<file path="src/rtl/plti_pkg.sv">
`timescale 1ns / 1ps
// ----------------------------------------------------------------------------
// plti_pkg
// shared types and constants of the piecewise linear table interpolator
// ----------------------------------------------------------------------------
package plti_pkg;

   localparam int TABLE_DEPTH = 16;
   localparam int COUNT_WIDTH = $clog2(TABLE_DEPTH + 1);
   localparam int DATA_WIDTH  = 32;
   localparam int PROD_WIDTH  = 2 * DATA_WIDTH;
   localparam int DIV_STEPS   = DATA_WIDTH;
   localparam int STEP_WIDTH  = $clog2(DIV_STEPS + 1);

   typedef enum logic [1:0] {
      OP_CLEAR   = 2'd0,
      OP_INSERT  = 2'd1,
      OP_CONVERT = 2'd2,
      OP_UNUSED  = 2'd3
   } opcode_type;

   typedef enum logic [1:0] {
      STATUS_OK    = 2'd0,
      STATUS_EMPTY = 2'd1,
      STATUS_FULL  = 2'd2
   } status_type;

   // breakpoint handed from one cell to the next
   typedef struct packed {
      logic [DATA_WIDTH-1:0] key;
      logic [DATA_WIDTH-1:0] value;
   } cell_tap_type;

   // broadcast to every cell
   typedef struct packed {
      logic                  shift_en;
      logic                  replace_en;
      logic [DATA_WIDTH-1:0] key;
      logic [DATA_WIDTH-1:0] value;
   } cell_ctrl_type;

endpackage

</file>
<file path="src/rtl/plti_cell.sv">
`timescale 1ns / 1ps
// ----------------------------------------------------------------------------
// plti_cell
// one breakpoint slot of the sorted chain: compares, shifts up, replaces
// ----------------------------------------------------------------------------
module plti_cell import plti_pkg::*; (
   input  logic          clock,
   input  cell_ctrl_type ctrl,
   input  logic          entry_valid,
   input  logic          prev_above,
   input  cell_tap_type  prev_tap,
   output logic          above,
   output logic          match,
   output cell_tap_type  tap
);

   cell_tap_type entry_ff;
   cell_tap_type entry_in;

   // an empty slot counts as above every key
   always_comb begin
      above = !entry_valid || ($signed(entry_ff.key) >= $signed(ctrl.key));
      match = entry_valid && (entry_ff.key == ctrl.key);
   end

   always_comb begin
      entry_in = entry_ff;
      if (ctrl.shift_en) begin
         if (prev_above) begin
            entry_in = prev_tap;
         end else if (above) begin
            entry_in.key   = ctrl.key;
            entry_in.value = ctrl.value;
         end
      end else if (ctrl.replace_en && match) begin
         entry_in.value = ctrl.value;
      end
   end

   always_ff @(posedge clock) begin
      entry_ff <= entry_in;
   end

   assign tap = entry_ff;

endmodule

</file>
<file path="config.mk">
export PLATFORM = sky130hd
export DESIGN_NAME = plti_cell
export DESIGN_NICKNAME = d
export VERILOG_FILES = /design/src/rtl/plti_pkg.sv /design/src/rtl/plti_cell.sv
export SDC_FILE = /design/constraint.sdc
export NUM_CORES = 1
export LEC_CHECK = 0
export BUFFER_PORTS_ARGS = -buffer_cell sky130_fd_sc_hd__buf_4
export CAP_MARGIN = 20
export CORE_UTILIZATION = 40
export CTS_CLUSTER_DIAMETER = 150
export CTS_CLUSTER_SIZE = 16
export DETAILED_ROUTE_END_ITERATION = 7
export PLACE_DENSITY = 0.82
export SLEW_MARGIN = 20
export SYNTH_ARGS = -nofsm -noshare
export SYNTH_HDL_FRONTEND = slang
export SYNTH_SLANG_ARGS = --single-unit
</file>
<file path="constraint.sdc">
create_clock -name clock -period 7.1 [get_ports clock]
set_input_delay 2.13 -clock clock [delete_from_list [all_inputs] [get_ports clock]]
set_output_delay 2.13 -clock clock [all_outputs]
set_load 0.05 [all_outputs]
</file>
After elaboration in Yosys (flattened, before gate mapping)
Index checks and enable logic that the tools add are counted. Widths: inputs -> output; s select.

Bits in latches: 0. ROM bits: 0. Output and inout port bits: 66. Bits in registers: 64. RAM bits: 0. Input port bits: 133. Logic and storage cells: 17. Memories: 0.

$mul: 0. Bitwise logic cells: 0. Shift operators: 0. Equality and inequality tests: 2. Muxes and demuxes: 4. Reduce and logical (&&, ||, !) cells: 8. Div/mod/pow operators: 0. Magnitude comparators: 1. Add/subtract/negate cells: 0.

Operator list (count): $mux 64 (2); $mux 32 (2); $eq 32x32->1 (1); $ge 32x32->1 (1); $reduce_and 2->1 (2); $reduce_bool 2->1 (2); $ne 3x1->1 const B (1); $logic_and 1x1->1 (2); $logic_not 1->1 (1); $logic_or 1x1->1 (1).

Logic depth before layout (Yosys ltp)
Depth in word-level cells: 5. Mapped depth: 9. Gate-level depth less buffers: 9.

Worst setup path after synthesis
No wires, ideal clock.

Path kind: input-to-output. Start point: input ctrl[46] (netlist bit). End point: output above. Slack: 995 ps. Arrival: 3975 ps. Data required time: 4970 ps. Buffers on the path: 0. Cell stages on the path: 8. Cells stage by stage: inv_1 > ha_1 > a21oi_2 > nand2_1 > a221o_1 > o31a_1 > o21ai_1 > or3b_1.

Longest elaborated chain between the ends: 2.

RTL lines: start, declared (RTL line plti_cell.sv:8) `input cell_ctrl_type ctrl,`; $ge 32x32->1 (RTL line plti_cell.sv:22) `above = !entry_valid || ($signed(entry_ff.key) >= $signed(ctrl.key));`; $logic_or 1x1->1 (RTL line plti_cell.sv:22); end, declared (RTL line plti_cell.sv:12) `output logic above,`.

No other way between the ends.

Final worst setup path
Ends and elaborated chain as after synthesis.

==> out/metrics.cfg <==
[power_and_ir_drop]
cellPowerDensity_nw_per_um2 = 213
p_leak_nw = 2.48
ir_drop_mv = 0.129

[worst_setup_path]
cp_num_buf_inv = 3
cp_max_fo = 3
arrival_ps = 4150
cpMostUsedCell = buf_4
crit_chain = buf_4 > inv_1 > ha_1 > a21oi_2 > nand2_1 > a221o_1 > o31a_1 > o21ai_1 > or3b_1 > buf_4
max_stage_delay_ps = 360
required_ps = 4970
critPathTopFamily = compound AO/OA/AOI/OAI gates
crit_slowest_cell = a221o_1
critPathCaptureType = primary output
critPathLaunchType = input port
path_class = input port to primary output

[place]
dp_hpwl_um = 7020
port_buffers = 198
routabilityCongestion = 0.751
dp_cells = 589

[route]
wl_per_cell_um = 14.8
wl_um = 8930
drcViolationCount = 0
detail-route-antenna-nets = 0
dr.pass1.iters = 4
drt_iter0_drc = 58
routed-via-count = 2981
via_per_inst = 4.93

[timing]
hold_slack_ps = 1460
hold_viol_final = 0
setup-violations-final = 0
max_freq_ghz = 0.159
fin_crit_ps = 6280
slew_headroom_pct = 31.0
period_share_pct = 88.5
tightest_slew_ps = 1030
clock_skew_ps = 13.2
maxSlewViolCount = 0
rsz0062_at_grt = false
fin_tns_setup_ps = 0

[finish]
nNetsFinal = 660
final_common_cell = buf_4
areaGrowthSynthToFinish_pct = 52.2
largest_reg_flops = 64
nFillCells = 672
n_antenna_cell = 0
final_cell_mix = buf_4 (199), edfxtp_1 (64), nand2_1 (39)
drive_gt1_share_pct = 51.0
final_cells = 605

[clock_tree]
cts_resized = 0
cts_buffer_depth = 2
h-tree-depth = 3
clk_latency_ps = 340
cts-root-buf = clkbuf_8
cts_setup_buffers = 0
hold_buffers = 0
cts_tree = done
numCtsBuffers = 9
path_clk_slew_ps = 80
clkSinkCount = 64

[global_routing]
grt_pass1_wl_um = 13100
grt.overflow.total = 0
grt_usage_pct = 19.4
grt_pass1_vias = 2939
grt_max_degree = 66
antenna_found_initial = 0

[synthesis]
syn_avg_cell_area_um2 = 11.9
synth_cells = 295
syn_nets = 460
ys_ff_latch = 64
yosysWarnings = 0
netlist_area_um2 = 3500
yosysSeqAreaShare_pct = 54.9
yosysUniqueCellTypes = 31

[die]
die_area_um2 = 9130
die_x_um = 95.6
pin_count = 199
fp.dieH_um = 95.6
fp-row-count = 33
initial_core_util_pct = 42.0
core_um2 = 8340

[hold_path]
hold_path.class = register to register

[status]
status = complete, no violations

[run]
drv_cap = 0

routing by layer:
layer / GRT usage (%) / vias up / share of wire, %
met5: 0 / - / 0
met4: 7.46 / 0 / 1.7
li1: - / 1471 / -
met3: 7.10 / 14 / 7.7
met1: 21.2 / 1372 / 38
met2: 34.0 / 124 / 52
cell usage after synthesis, drive strengths merged:
cell	count	area [um2]
edfxtp	64	1920
nand2	39	146
o21ai	35	175
inv	34	128
mux2	33	372
ha	32	400
a21oi	13	68.8
nand4	7	56.3
buf	6	23.8
nand3	6	30.0
clkbuf	4	15.0
nor2	3	11.3
nor3	3	15.0
a21o	2	15.0
nand2b	2	12.5
a211o	1	8.76
a21boi	1	11.3
a221o	1	10.0
and4	1	8.76
nor2b	1	6.26
nor4	1	12.5
nor4b	1	15.0
o211ai	1	7.51
o22ai	1	6.26
o31a	1	8.76
or2	1	6.26
or3b	1	8.76
final timing paths:
| check | startpoint | endpoint | slack (ps) | cells past startpoint |
|---|---|---|---|---|
| setup / recovery | ctrl[46] | above | 820 | 10 |
| hold / removal | tap[36]$_DFFE_PP_ | tap[11]$_DFFE_PP_ | 1460 | 5 |
| setup reg to reg | tap[46]$_DFFE_PP_ | tap[2]$_DFFE_PP_ | 3920 | 8 |
| hold reg to reg | tap[36]$_DFFE_PP_ | tap[11]$_DFFE_PP_ | 1460 | 5 |
report_power, final:
group          internal [mW]  total [mW]  switching (mW)
combinational          0.125       0.314           0.189
clock                  0.200       0.351           0.152
sequential             0.456       0.470          0.0135
total                  0.781        1.14           0.354
through the flow:
stage                     cell area, um2  utilization (%)  worst slack, ps  power (mW)
final                               5330             63.9              819        1.14
after global routing                5330             63.9              682        1.18
after CTS                           5330             63.9              804        1.14
after detailed placement            5110             61.3              830       0.794
after global placement              5110             61.3              820       0.787
after floorplan                     3500                -              995       0.666
worst reg2reg max path: stages (launching register included):
cell and delay, ps:
edfxtp_1 410, ha_1 350, a21oi_2 150, nand2_1 60, a221o_1 360, o31a_1 300, nor3_1 240, nor4b_2 140
o22ai_4 800
cell type report:
class	count	area (um2)	share of cell area, %
flip-flops and latches	64	1920	36.1
repair buffers	199	1490	28.0
multi-input cells	187	1430	26.9
well taps	105	131	2.47
clock buffers	10	128	2.39
inverters	34	128	2.39
clock inverters	6	92.6	1.74
logic make-up after synthesis:
kind of cell / Yosys count / share of synthesized area (%)
buf+inv: 44 / 4.75
compound gates: 56 / 8.90
flops: 64 / 54.9
mux: 33 / 10.6
simple gates: 66 / 9.40
fa+ha+maj: 32 / 11.4
No activity file was read; power rests on OpenSTA's default activity.
