`src/rtl/plti_pkg.sv`:
```
`timescale 1ns / 1ps
// ----------------------------------------------------------------------------
// plti_pkg
// shared types and constants of the piecewise linear table interpolator
// ----------------------------------------------------------------------------
package plti_pkg;

   localparam int TABLE_DEPTH = 16;
   localparam int COUNT_WIDTH = $clog2(TABLE_DEPTH + 1);
   localparam int DATA_WIDTH  = 32;
   localparam int PROD_WIDTH  = 2 * DATA_WIDTH;
   localparam int DIV_STEPS   = DATA_WIDTH;
   localparam int STEP_WIDTH  = $clog2(DIV_STEPS + 1);

   typedef enum logic [1:0] {
      OP_CLEAR   = 2'd0,
      OP_INSERT  = 2'd1,
      OP_CONVERT = 2'd2,
      OP_UNUSED  = 2'd3
   } opcode_type;

   typedef enum logic [1:0] {
      STATUS_OK    = 2'd0,
      STATUS_EMPTY = 2'd1,
      STATUS_FULL  = 2'd2
   } status_type;

   // breakpoint handed from one cell to the next
   typedef struct packed {
      logic [DATA_WIDTH-1:0] key;
      logic [DATA_WIDTH-1:0] value;
   } cell_tap_type;

   // broadcast to every cell
   typedef struct packed {
      logic                  shift_en;
      logic                  replace_en;
      logic [DATA_WIDTH-1:0] key;
      logic [DATA_WIDTH-1:0] value;
   } cell_ctrl_type;

endpackage

```
`src/rtl/plti_divider.sv`:
```
`timescale 1ns / 1ps
// ----------------------------------------------------------------------------
// plti_divider
// restoring divider, one quotient bit per cycle, 64 by 32 bits
// ----------------------------------------------------------------------------
module plti_divider import plti_pkg::*; (
   input  logic                  clock,
   input  logic                  reset,
   input  logic                  load,
   input  logic [PROD_WIDTH-1:0] dividend,
   input  logic [DATA_WIDTH-1:0] divisor,
   output logic                  done,
   output logic [DATA_WIDTH-1:0] quotient,
   output logic                  rem_nonzero
);

   logic [STEP_WIDTH-1:0] step_ff;
   logic [STEP_WIDTH-1:0] step_in;
   logic [DATA_WIDTH-1:0] rem_ff;
   logic [DATA_WIDTH-1:0] rem_in;
   logic [DATA_WIDTH-1:0] quo_ff;
   logic [DATA_WIDTH-1:0] quo_in;
   logic [DATA_WIDTH-1:0] dsr_ff;
   logic [DATA_WIDTH-1:0] dsr_in;
   logic [DATA_WIDTH:0]   trial;
   logic [DATA_WIDTH:0]   diff;

   // upper half of the dividend is below the divisor, so 32 steps suffice
   always_comb begin
      trial   = {rem_ff, quo_ff[DATA_WIDTH-1]};
      diff    = trial - {1'b0, dsr_ff};
      step_in = step_ff;
      rem_in  = rem_ff;
      quo_in  = quo_ff;
      dsr_in  = dsr_ff;
      if (load) begin
         step_in = STEP_WIDTH'(DIV_STEPS);
         rem_in  = dividend[PROD_WIDTH-1:DATA_WIDTH];
         quo_in  = dividend[DATA_WIDTH-1:0];
         dsr_in  = divisor;
      end else if (step_ff != '0) begin
         step_in = step_ff - 1'b1;
         if (!diff[DATA_WIDTH]) begin
            rem_in = diff[DATA_WIDTH-1:0];
            quo_in = {quo_ff[DATA_WIDTH-2:0], 1'b1};
         end else begin
            rem_in = trial[DATA_WIDTH-1:0];
            quo_in = {quo_ff[DATA_WIDTH-2:0], 1'b0};
         end
      end
   end

   always_ff @(posedge clock) begin
      if (reset) begin
         step_ff <= '0;
      end else begin
         step_ff <= step_in;
      end
      rem_ff <= rem_in;
      quo_ff <= quo_in;
      dsr_ff <= dsr_in;
   end

   assign done        = (step_ff == '0);
   assign quotient    = quo_ff;
   assign rem_nonzero = (rem_ff != '0);

endmodule

```
`config.mk`:
```
export PLATFORM = sky130hd
export DESIGN_NAME = plti_divider
export DESIGN_NICKNAME = d
export VERILOG_FILES = /design/src/rtl/plti_pkg.sv /design/src/rtl/plti_divider.sv
export SDC_FILE = /design/constraint.sdc
export NUM_CORES = 1
export LEC_CHECK = 0
export BUFFER_PORTS_ARGS = -buffer_cell sky130_fd_sc_hd__buf_4
export CORE_MARGIN = 2
export CORE_UTILIZATION = 29
export CTS_CLUSTER_SIZE = 25
export DETAILED_ROUTE_END_ITERATION = 12
export HOLD_SLACK_MARGIN = 0.12
export PLACE_DENSITY = 0.48
export SLEW_MARGIN = 0
export SYNTH_ARGS = -nofsm -noshare
export SYNTH_HDL_FRONTEND = slang
export SYNTH_SLANG_ARGS = --single-unit
```
`constraint.sdc`:
```
create_clock -name clock -period 3.8 [get_ports clock]
set_clock_uncertainty 0.1 [all_clocks]
set_input_delay 0.76 -clock clock [delete_from_list [all_inputs] [get_ports clock]]
set_output_delay 0.76 -clock clock [all_outputs]
set_load 0.1 [all_outputs]
```
# [Word-level counts from Yosys, hierarchy flattened]
# Index checks and enable logic that the tools add are counted.
[totals] regBits=102
[classes] n_addsub=2 muxes=8 n_reduce_logical=5
[op_table] operator="32-bit 2-to-1 mux" count=5
[op_table] operator="33-bit by 32-bit subtractor with 33-bit output" count=1
[op_table] operator="32-bit nonzero test" count=1
[op_table] operator="6-bit 2-to-1 mux" count=2
[op_table] operator="6-bit logical NOT" count=1
[op_table] operator="6-bit nonzero test" count=1
[op_table] operator="6-bit by 1-bit subtractor with 6-bit output, second input constant" count=1
[op_table] operator="2-bit nonzero test" count=1
[op_table] operator="2-bit OR reduction" count=1
[op_table] operator="1-bit 2-to-1 mux" count=1

# [Logic depth before layout (Yosys ltp)]
[depth] depth_word=4 ltp_mapped=12

# [Worst setup path after synthesis]
# No wires, ideal clock.
[synth_path] path_kind="flip-flop to flip-flop" from="register step_ff[0]" to="register quo_ff[0], in the netlist quotient[0] (enable)" setup_time_ps=690 arrival_ps=3108 required_ps=3010 path_slack_ps=-98 stages_incl_launch_ff=6 period_less_slack_ps=3898 cell_sequence="dfxtp_1 -> inv_1 -> ha_1 -> and3_1 -> clkbuf_1 -> nand2_1"
[synth_between] elab_chain_len=2
[synth_lines] element="from (decl)" line_no="plti_divider.sv:17" source="logic [STEP_WIDTH-1:0] step_ff;"
[synth_lines] element="from (signal assigned)" line_no="plti_divider.sv:57" source="step_ff <= step_in;"
[synth_lines] element="6-bit nonzero test" line_no="plti_divider.sv:41" source="end else if (step_ff != '0) begin"
[synth_lines] element="2-bit nonzero test (no line)"
[synth_lines] element="to (signal assigned)" line_no="plti_divider.sv:60" source="quo_ff <= quo_in;"
[synth_lines] element="to (decl)" line_no="plti_divider.sv:21" source="logic [DATA_WIDTH-1:0] quo_ff;"
# Every way passes these cells.
# A chain may end at the register's enable or synchronous reset.

# [Worst setup path after layout]
[layout_path] from="register quo_ff[31], in the netlist quotient[31]" to="register rem_ff[1], data pin"
[layout_between] elab_chain_len=4
[layout_lines] element="33-bit by 32-bit subtractor with 33-bit output" line_no="plti_divider.sv:31" source="diff = trial - {1'b0, dsr_ff};"
[layout_lines] element="32-bit 2-to-1 mux" line_no="plti_divider.sv:43" source="if (!diff[DATA_WIDTH]) begin"
[layout_lines] element="32-bit 2-to-1 mux" line_no="plti_divider.sv:41"
[layout_lines] element="32-bit 2-to-1 mux" line_no="plti_divider.sv:36" source="if (load) begin"
[layout_lines] element="named net rem_in[1]" line_no="plti_divider.sv:20" source="logic [DATA_WIDTH-1:0] rem_in;"
[layout_lines] element="to (signal assigned)" line_no="plti_divider.sv:59" source="rem_ff <= rem_in;"
[layout_lines] element="to (decl)" line_no="plti_divider.sv:19" source="logic [DATA_WIDTH-1:0] rem_ff;"
# The timed path passes the listed nets, and every way through them passes these cells. The select of a mux whose other input is x is not followed.

==> impl_table.tex <==
\begin{tabular}{lr}
\hline
Metric & Value \\
\hline
\multicolumn{2}{l}{\textbf{Status}} \\
\quad Status & complete, no violations \\
\multicolumn{2}{l}{\textbf{Logic synthesis}} \\
\quad Portion of synthesized cell area occupied by the leading cell type & 0.457 \\
\quad Netlist Area Pre-Place & 6310 µm² \\
\quad Cell type with the highest aggregate area in the netlist & edfxtp\_1 \\
\quad Post-synth top cells & 96 x edfxtp\_1, 51 x nand2\_1, 46 x inv\_1 \\
\quad Count of flip-flops with a built-in enable after synthesis & 96 \\
\quad Most used flip-flop cell after synthesis & edfxtp\_1 \\
\quad Cells after synthesis & 596 \\
\quad Cell with the most instances after synthesis & edfxtp\_1 \\
\quad Number of warning messages in the yosys log & 0 \\
\quad Syn\_nets & 730 \\
\quad Top cells by area in the synthesized netlist & edfxtp\_1 46\%, ha\_1 6.7\%, mux2\_2 5.9\% \\
\quad Part of the Yosys area used for sequential elements & 0.476 \\
\quad Avg Cell Area, Syn & 10.6 µm² \\
\quad Total of flip-flops plus latches after synthesis & 102 \\
\quad Number of distinct library cells after synthesis & 61 \\
\quad Share of synthesized flip-flops with an asynchronous set or reset & 0 \\
\multicolumn{2}{l}{\textbf{Global routing}} \\
\quad Number of antenna violations at the first check in global routing & 0 \\
\quad Global-route congestion overflow total & 0 \\
\quad Pin count of the biggest net entering global routing & 65 \\
\quad GRT Overall Usage & 0.152 \\
\quad Via count of the first global-routing pass & 5228 \\
\quad First-pass GRT wire length & 27.2 mm \\
\multicolumn{2}{l}{\textbf{Worst setup path}} \\
\quad Type of the worst setup path & register to register \\
\quad Worst endpoint required time & 3.90 ns \\
\quad Critical path cell sequence & inv\_1 > ha\_1 > fa\_1 > nor2b\_1 > o31a\_1 > o211ai\_2 > a21o\_1 > a21o\_1 > a211oi\_4 > buf\_4 > mux2\_2 > o21ai\_0 \\
\quad RR Startpoint & quotient[31] \\
\quad Worst Path Max Fanout & 22 \\
\quad Delay contributed by the slowest stage of the critical path & 0.40 ns \\
\quad Crit path max-delay cell type & fa\_1 \\
\quad Type of origin of the critical path & register \\
\quad Buffers and inverters on the worst path & 2 \\
\quad Cell family contributing the most delay on the critical path & compound AO/OA/AOI/OAI gates \\
\quad Endpoint class of the critical path & register \\
\quad Data arrival time of the critical path & 3.49 ns \\
\quad Start point of the critical path & quotient[31] \\
\quad Most common cell on crit path & a21o\_1 \\
\multicolumn{2}{l}{\textbf{STA}} \\
\quad Remaining max-slew budget at the tightest pin & 0.502 \\
\quad Max-slew violation count & 0 \\
\quad Worst Tran Pin Value & 0.747 ns \\
\quad Total Neg Setup Slack & 0 ns \\
\quad Share of the cycle needed by the critical path after routing & 0.890 \\
\quad Number of failing hold endpoints at the final stage & 0 \\
\quad Final setup violating endpoints & 0 \\
\quad Highest clock frequency the design can meet & 0.296 GHz \\
\quad Unrepaired setup endpoints after global routing & false \\
\quad Shortest period the worst path allows & 3.38 ns \\
\multicolumn{2}{l}{\textbf{Cells and area}} \\
\quad Number of filler cells placed in the layout & 2155 \\
\quad Total inserted antenna cells & 0 \\
\quad Synthesis-to-finish area growth & 24.4\% \\
\quad Final Core Density & 0.370 \\
\quad Ratio of cells with drive above 1 in the final layout & 0.274 \\
\quad Final net count & 852 \\
\multicolumn{2}{l}{\textbf{Routing}} \\
\quad Total number of vias & 4981 \\
\quad Drt drc & 0 \\
\quad Iter 0 DRT Violations & 331 \\
\quad Final antenna-violating net count & 0 \\
\quad Initial DRT Pass Iterations & 4 \\
\quad Wire length per cell & 16.9 µm \\
\quad Number of vias per cell after detailed routing & 4.99 \\
\quad Final wirelength & 16.9 mm \\
\multicolumn{2}{l}{\textbf{Floorplan}} \\
\quad Starting density of the core & 0.298 \\
\quad Die Footprint & 23000 µm² \\
\quad I/O pins & 133 \\
\quad Area of the core & 21200 µm² \\
\quad Chip Width & 152 µm \\
\quad \# rows & 53 \\
\quad Die Y-Extent & 152 µm \\
\multicolumn{2}{l}{\textbf{Clock network}} \\
\quad Hold\_buf cts & 0 \\
\quad Clock-pin slew on the worst setup and hold paths & 0.07 ns \\
\quad Number of H-tree branching levels & 3 \\
\quad Number of clock sinks seen by CTS & 102 \\
\quad Post\_cts resized & 0 \\
\quad TritonCTS buffer count & 9 \\
\quad Worst-case clock buffer depth & 2 \\
\quad Number of buffers inserted to repair setup after CTS & 0 \\
\quad TritonCTS clock tree & built \\
\quad Insertion delay to the later sink of the worst-skew pair & 0.36 ns \\
\quad Root Buffer & clkbuf\_16 \\
\multicolumn{2}{l}{\textbf{Pwr}} \\
\quad Max rail drop VDD & 539 µV \\
\quad Switching share of power & 0.495 \\
\quad Proportion of power drawn by the clock network & 0.123 \\
\quad Net switching power & 3.68 mW \\
\quad Power density of the placed cells & 948 nW/µm² \\
\quad Sequential share of power & 0.277 \\
\quad Cell leakage power & 3.29 nW \\
\quad Internal power & 3.76 mW \\
\quad Relative contribution of combinational cells to total power & 0.600 \\
\multicolumn{2}{l}{\textbf{Placement}} \\
\quad Hpwl dp & 12.7 mm \\
\quad Final estimated routing congestion in global placement & 0.877 \\
\quad Buffers on Ports & 132 \\
\multicolumn{2}{l}{\textbf{Job}} \\
\quad Number of max-capacitance violations reported & 0 \\
\multicolumn{2}{l}{\textbf{Worst hold path}} \\
\quad Type of the worst min-delay path & register to register \\
\quad Min-Delay Startpoint & step\_ff[1] \\
\hline
\end{tabular}
logic make-up (layout without fill, tap and decap cells):
kind of cell	after synthesis	in the layout	share of synthesized area
buffers and inverters	74	201	0.0489
xor gates and xnor gates	29	29	0.0402
and+or+nand+nor	157	157	0.119
DFF	102	102	0.476
AOI/OAI and AO/OA	142	142	0.149
muxes	57	57	0.0969
adders and majority gates	35	35	0.0705
power groups by stage:
stage | Sequential (mW) | Clock (mW) | Combinational [mW]
3_3_place_gp | 2.08 | 0 | 4.43
5_1_grt | 2.11 | 0.993 | 4.84
4_1_cts | 2.07 | 0.963 | 4.48
6_report | 2.06 | 0.919 | 4.47
2_1_floorplan | 3.01 | 0 | 2.56
3_5_place_dp | 2.08 | 0 | 4.48
stage by stage:
step / area [µm²] / hold slack [ns] / worst slack, ns / cells / power (mW)
2_1_floorplan: 6320 / 0.401 / 0.0280 / 596 / 5.57
3_3_place_gp: 7580 / 0.418 / 0.537 / 982 / 6.51
3_5_place_dp: 7580 / 0.435 / 0.427 / 982 / 6.55
4_1_cts: 7860 / 0.449 / 0.389 / 998 / 7.51
5_1_grt: 7860 / 0.453 / 0.251 / 998 / 7.95
6_report: 7860 / 0.439 / 0.418 / 998 / 7.45
metal layers:
metal / up-vias / global-route usage / wire length (µm) / share of wire
met4: 0 / 0.0361 / 250 / 0.015
met5: - / 0 / 0 / 0
li1: 2454 / - / - / -
met1: 2339 / 0.196 / 7570 / 0.45
met3: 17 / 0.0554 / 1470 / 0.087
met2: 171 / 0.243 / 7600 / 0.45
worst min-delay path, cell delays in order (launching register included):
cell	delay, ns
dfxtp_1	0.32
a21oi_1	0.13
nor3_1	0.05
layout by cell type (no fill, tap or decap), types with 3 or more instances in the layout:
cell type,n
or3_1,5
nand3_1,5
xor2_1,9
inv_1,46
buf_4,137
dfxtp_1,6
nor4_1,12
o21ai_1,19
o211ai_1,8
o21ai_0,18
mux2i_1,24
nand2_1,50
nor3_1,9
or2_2,3
nand4_1,11
o21bai_1,4
xnor2_1,20
nor2_1,40
a211oi_1,4
inv_6,3
edfxtp_1,96
o21a_1,7
clkbuf_16,9
ha_1,34
and2_1,3
and3_1,5
nor2b_1,4
o22a_1,3
mux2_2,33
a21o_1,9
a21oi_1,43
worst paths after layout:
check / end / slack [ns] / cells after the start
setup reg to reg: rem_ff[1] / 0.42 / 12
setup / recovery: rem_ff[1] / 0.42 / 12
hold / removal: step_ff[1] / 0.44 / 2
hold reg to reg: step_ff[1] / 0.44 / 2
state kept, by name, summed over array words and instances, names as in the netlist:
signal and count:
dsr_ff 32, quotient 32, rem_ff 32, step_ff 6
layout make-up:
class	instances	area, µm²	area share
Sequential cell	102	3000	0.382
Clock buffer	9	225	0.0287
Clock inverter	7	55.1	0.00701
Inverter	47	176	0.0225
Multi-Input combinational cell	420	3010	0.382
Tap cell	275	344	0.0438
Timing Repair Buffer	138	1050	0.133
(Power assumes the default switching activity.)
